--- src/sv/document_handle_table_top_defines.svh ---
// Assertion helpers used by the top-level RTL
`ifndef DOCUMENT_HANDLE_TABLE_TOP_DEFINES_SVH
`define DOCUMENT_HANDLE_TABLE_TOP_DEFINES_SVH

// Check a property on every rising clock edge outside reset
`define DHT_ASSERT(label, prop, msg) \
  label: assert property (@(posedge clk) disable iff (rst) (prop)) else $error(msg);

// Check a property during reset as well
`define DHT_ASSERT_ALWAYS(label, prop, msg) \
  label: assert property (@(posedge clk) (prop)) else $error(msg);

`endif

--- src/sv/dht_pkg.sv ---
`timescale 1ns / 1ps
package dht_pkg;

  typedef enum logic [1:0] {
    ACT_INSERT = 2'd0,
    ACT_DELETE = 2'd1,
    ACT_LOOKUP = 2'd2,
    ACT_NOP    = 2'd3
  } action_t;

  // controller to datapath
  typedef struct packed {
    logic load;       // capture the input word
    logic ins_write;  // write insert into store and slot stats
    logic scan_start; // init delete scan
    logic scan_step;  // advance delete scan one step: read an entry or skip a slot
    logic del_write;  // commit delete of current entry
    logic rd_issue;   // issue lookup read
    logic out_load;   // capture result
  } dht_cmd_t;

  // datapath to controller
  typedef struct packed {
    action_t act;
    logic    full;
    logic    doc_zero;
    logic    hit;
    logic    scan_done;
  } dht_sts_t;

endpackage

--- src/sv/dht_ctrl.sv ---
`timescale 1ns / 1ps
module dht_ctrl (
  input  logic              clk,
  input  logic              rst,
  input  logic              in_valid,
  output logic              in_ready,
  output logic              out_valid,
  input  logic              out_ready,
  input  dht_pkg::dht_sts_t sts,
  output dht_pkg::dht_cmd_t cmd
);
  typedef enum logic [2:0] {IDLE, DECODE, SCAN, LOOK, DONE} state_t;
  state_t state;
  logic   scan_hit;

  assign in_ready = (state == IDLE) && (!out_valid || out_ready);
  assign scan_hit = sts.hit;

  always_comb begin
    cmd = '0;
    cmd.load = in_valid && in_ready;
    case (state)
      DECODE: begin
        case (sts.act)
          dht_pkg::ACT_INSERT: begin
            cmd.ins_write = !sts.full;
            cmd.out_load  = 1'b1;
          end
          dht_pkg::ACT_DELETE: begin
            cmd.scan_start = !sts.doc_zero;
            cmd.out_load   = sts.doc_zero;
          end
          dht_pkg::ACT_LOOKUP: cmd.rd_issue = 1'b1;
          default: cmd.out_load = 1'b1;
        endcase
      end
      SCAN: begin
        if (scan_hit) begin
          cmd.del_write = 1'b1;
          cmd.out_load  = 1'b1;
        end else if (sts.scan_done) begin
          cmd.out_load = 1'b1;
        end else begin
          cmd.scan_step = 1'b1;
        end
      end
      LOOK: cmd.out_load = 1'b1;
      default: ;
    endcase
  end

  always_ff @(posedge clk) begin
    if (rst) begin
      state     <= IDLE;
      out_valid <= 1'b0;
    end else begin
      if (out_valid && out_ready) out_valid <= 1'b0;
      case (state)
        IDLE: if (cmd.load) state <= DECODE;
        DECODE: begin
          if (cmd.out_load) begin
            out_valid <= 1'b1;
            state     <= IDLE;
          end else if (sts.act == dht_pkg::ACT_LOOKUP) begin
            state <= LOOK;
          end else begin
            state <= SCAN;
          end
        end
        SCAN: begin
          if (cmd.out_load) begin
            out_valid <= 1'b1;
            state     <= IDLE;
          end
        end
        LOOK: begin
          out_valid <= 1'b1;
          state     <= IDLE;
        end
        default: state <= IDLE;
      endcase
    end
  end
endmodule
--- config.mk ---
export PLATFORM = sky130hd
export DESIGN_NAME = dht_ctrl
export DESIGN_NICKNAME = d
export VERILOG_FILES = /design/src/sv/document_handle_table_top_defines.svh /design/src/sv/dht_pkg.sv /design/src/sv/dht_ctrl.sv
export SDC_FILE = /design/constraint.sdc
export NUM_CORES = 1
export LEC_CHECK = 0
export ABC_AREA = 1
export BUFFER_PORTS_ARGS = -buffer_cell sky130_fd_sc_hd__buf_2
export CORE_AREA = 2 2 39 41
export DETAILED_ROUTE_END_ITERATION = 16
export DIE_AREA = 0 0 41 43
export PLACE_DENSITY = 0.49
export SLEW_MARGIN = 20
export SYNTH_ARGS = -nofsm -noshare
export SYNTH_HDL_FRONTEND = slang
export SYNTH_SLANG_ARGS = --single-unit
--- constraint.sdc ---
create_clock -name clk -period 2 [get_ports clk]
set_clock_uncertainty 0.2 [all_clocks]
set_input_delay 0.4 -clock clk [delete_from_list [all_inputs] [get_ports clk]]
set_output_delay 0.4 -clock clk [all_outputs]
set_load 0.05 [all_outputs]
==> run metrics <==
outcome finished clean; die width 41 um; crit path capture type output pin; area leader, netlist dfxtp_1; layout cell share with drive strength beyond 1 approximately two thirds; unrepaired setup endpoints after global routing no; worst r2r src state[0]$_SDFFE_PP0P_; CTS clk-pin slew, worst paths around 0.04 ns; Layout Nets 99; Max-slew headroom about four fifths; final wirelength ~910 um; final core occ between 40% and 50%; CP peak stage delay between 0.3 and 0.4 ns; Vert. Die Dim 43 um; worst vdd ir 783.6 uV; Post-Layout Cell Count 100; H-Tree Depth 1; synthesis-to-layout area growth 90.26%; Yosys reg bits 3; diode count 0; Avg Cell Area, Syn about 6.2 um2; I/O Pins 19; wire per inst around 9.1 um; area taken by multi-input logic gates roughly 290 um2; CP Data Required Time about 1.4 ns; Crit-path slowest cell dfxtp_4; Starting Density between 20% and 30%; grt ovf 0; CTS tree yes; clock power share 10.3%; first-pass GRT wire length around 1.4 mm; setup violators final 0; Worst Hold Launch rst; Buf/Inv on CP 4; number of global-route vias before repair a little over 400; Synth area leaders dfxtp_1 (18%), ha_1 (15%), nand2_1 (11%); LEAKAGE ~0.33 nW; I/O Buffers 18; Sequential Power Share roughly an eighth; Logic pwr share between 70% and 80%; post-synthesis cell count 54; die area 0.001763 mm2; initial antenna violation count 0; CTS Hold Buffers Added 0; yosys warns 0; Startpoint Class flip-flop; sw frac roughly 52%; Final Hold Viols 0; final worst-path cycle share a little over nine tenths; Placeable Area between 0.001 and 0.0015 mm2; max frequency 517.3 MHz; Synth Cell Area 334.1 um2; share of synthesized registers carrying an async set or reset 0%; largest net degree at the start of global routing 6; data arrival time of the worst path roughly 1.3 ns; post-detail-place hpwl ~620 um; CTS Buf Count 3; crit-path max FO 4; pins over their slew limit 0; CP top delay family flip-flops; All-Layer GR Usage 11.72%; pwr dens approximately 1600 mW/mm2; syn_nets 68; Min-Delay Path Class input port to flip-flop; GPL Wtd Cong 0.7437; WHS about 0.24 ns; # clock sinks 3; Seq/Total Area, Yosys roughly 18%; Synth top cells by count nand2_1 (10), nor2_1 (10), inv_1 (8), inv_2 (5), ha_1 (4); post-DR vias/cell about 4.2; Fill cells approximately 150; CP startpoint state[0]$_SDFFE_PP0P_; MaxCap Viol Count 0; FF+latch area ~68 um2; routed via count 418; # DRC 0; Final min period between 1.5 and 2 ns; Cell Int Power just under 0.5 mW; share of the synthesized area in the top cell type between 10% and 20%; DRT antenna net count 0; critical path type flip-flop to output pin; drt pass-1 iters 4; worst-path cell chain inv_4, ha_4, inv_2, nor2_2, nor2_2, nand2_1, nand2_2, inv_2, buf_6; Worst-Margin Slew approximately 0.28 ns; Top FF cell, synth dfxtp_1; Initial DRC Count 3; number of synthesized flops with an enable pin 0; Skew-Pair Late Insertion Delay roughly 0.23 ns; post-synth cell types 17; Clock Tree Buf Depth 2; clock root buffer clkbuf_4; sw power 0.5340 mW; row count 14; placed cell count 88
[state kept, by name, summed over array words and instances (netlist names)]
| signal | cells |
|---|---|
| out_valid | 1 |
| state | 2 |
[per-stage QoR]
stage | setup TNS [ns] | total power, mW | setup WS, ns | area, um2
3_5_place_dp | 0 | 0.7045 | 0.06535 | 479.2
4_1_cts | 0 | 0.9414 | 0.005680 | 578.1
2_1_floorplan | -0.1362 | 0.5928 | -0.1362 | 369.1
6_report | 0 | 1.018 | 0.06692 | 635.6
3_3_place_gp | 0 | 0.7039 | 0.06346 | 479.2
5_1_grt | 0 | 1.094 | 0.001692 | 635.6
[cell usage in the layout, fill, tap and decap left out]
| cell type | n |
|---|---|
| a21oi_1 | 1 |
| a21oi_2 | 2 |
| and2_1 | 1 |
| buf_2 | 15 |
| buf_4 | 8 |
| buf_6 | 2 |
| clkbuf_1 | 1 |
| clkbuf_4 | 4 |
| dfxtp_1 | 1 |
| dfxtp_4 | 2 |
| ha_1 | 1 |
| ha_4 | 3 |
| inv_1 | 5 |
| inv_2 | 5 |
| inv_4 | 3 |
| inv_8 | 1 |
| nand2_1 | 10 |
| nand2_2 | 2 |
| nand3_1 | 1 |
| nor2_1 | 6 |
| nor2_2 | 4 |
| nor2_4 | 1 |
| nor3_2 | 2 |
| nor3b_2 | 1 |
| nor4_4 | 1 |
| o21ai_1 | 1 |
[repair_timing]
item	CTS	global route
setup buffers	7	1
pin swaps	3	4
setup endpoints to repair	3	6
resized for setup	10	15
endpoints found under the hold margin	0	0
[worst min-delay path, stage by stage]
cell     delay [ns]
buf_2          0.07
inv_1          0.05
nand2_1        0.06
nor2_1         0.04
[kinds of logic after synthesis]
family / Yosys count / synth area share [%]
flops: 3 / 17.98
compound gates: 4 / 7.115
fa+ha+maj: 4 / 14.98
buf+inv: 14 / 19.85
simple gates: 29 / 40.08
[power by group through the flow]
stage / combinational [mW] / sequential [mW] / clock [mW]
3_5_place_dp: 0.597 / 0.108 / 0
6_report: 0.781 / 0.133 / 0.104
3_3_place_gp: 0.596 / 0.108 / 0
5_1_grt: 0.838 / 0.140 / 0.116
2_1_floorplan: 0.464 / 0.129 / 0
4_1_cts: 0.715 / 0.114 / 0.113
[layer usage]
metal / track usage [%] / part of all wire, % / up-vias
met3: 1.571 / 6.6 / 0
met1: 11.50 / 36 / 183
li1: - / - / 222
met5: 0 / 0 / -
met2: 21.56 / 57 / 13
met4: 6.000 / 0 / 0
[cell type report]
type                            count  area share (%)
Clock buffer                        4           4.134
Inverter                           14           10.63
Multi-Input combinational cell     37           45.47
Sequential cell                     3           10.63
Tap cell                           16           3.150
Timing Repair Buffer               26           25.98
[final timing paths]
kind	end	slack, ns	cells after the start
worst min-delay path	state[0]$_SDFFE_PP0P_	0.24	4
worst max-delay path	cmd[0]	0.07	9
worst min register to register	state[0]$_SDFFE_PP0P_	0.37	2
worst max register to register	state[0]$_SDFFE_PP0P_	0.10	14
Note: power is estimated with default switching activity, not from simulation.
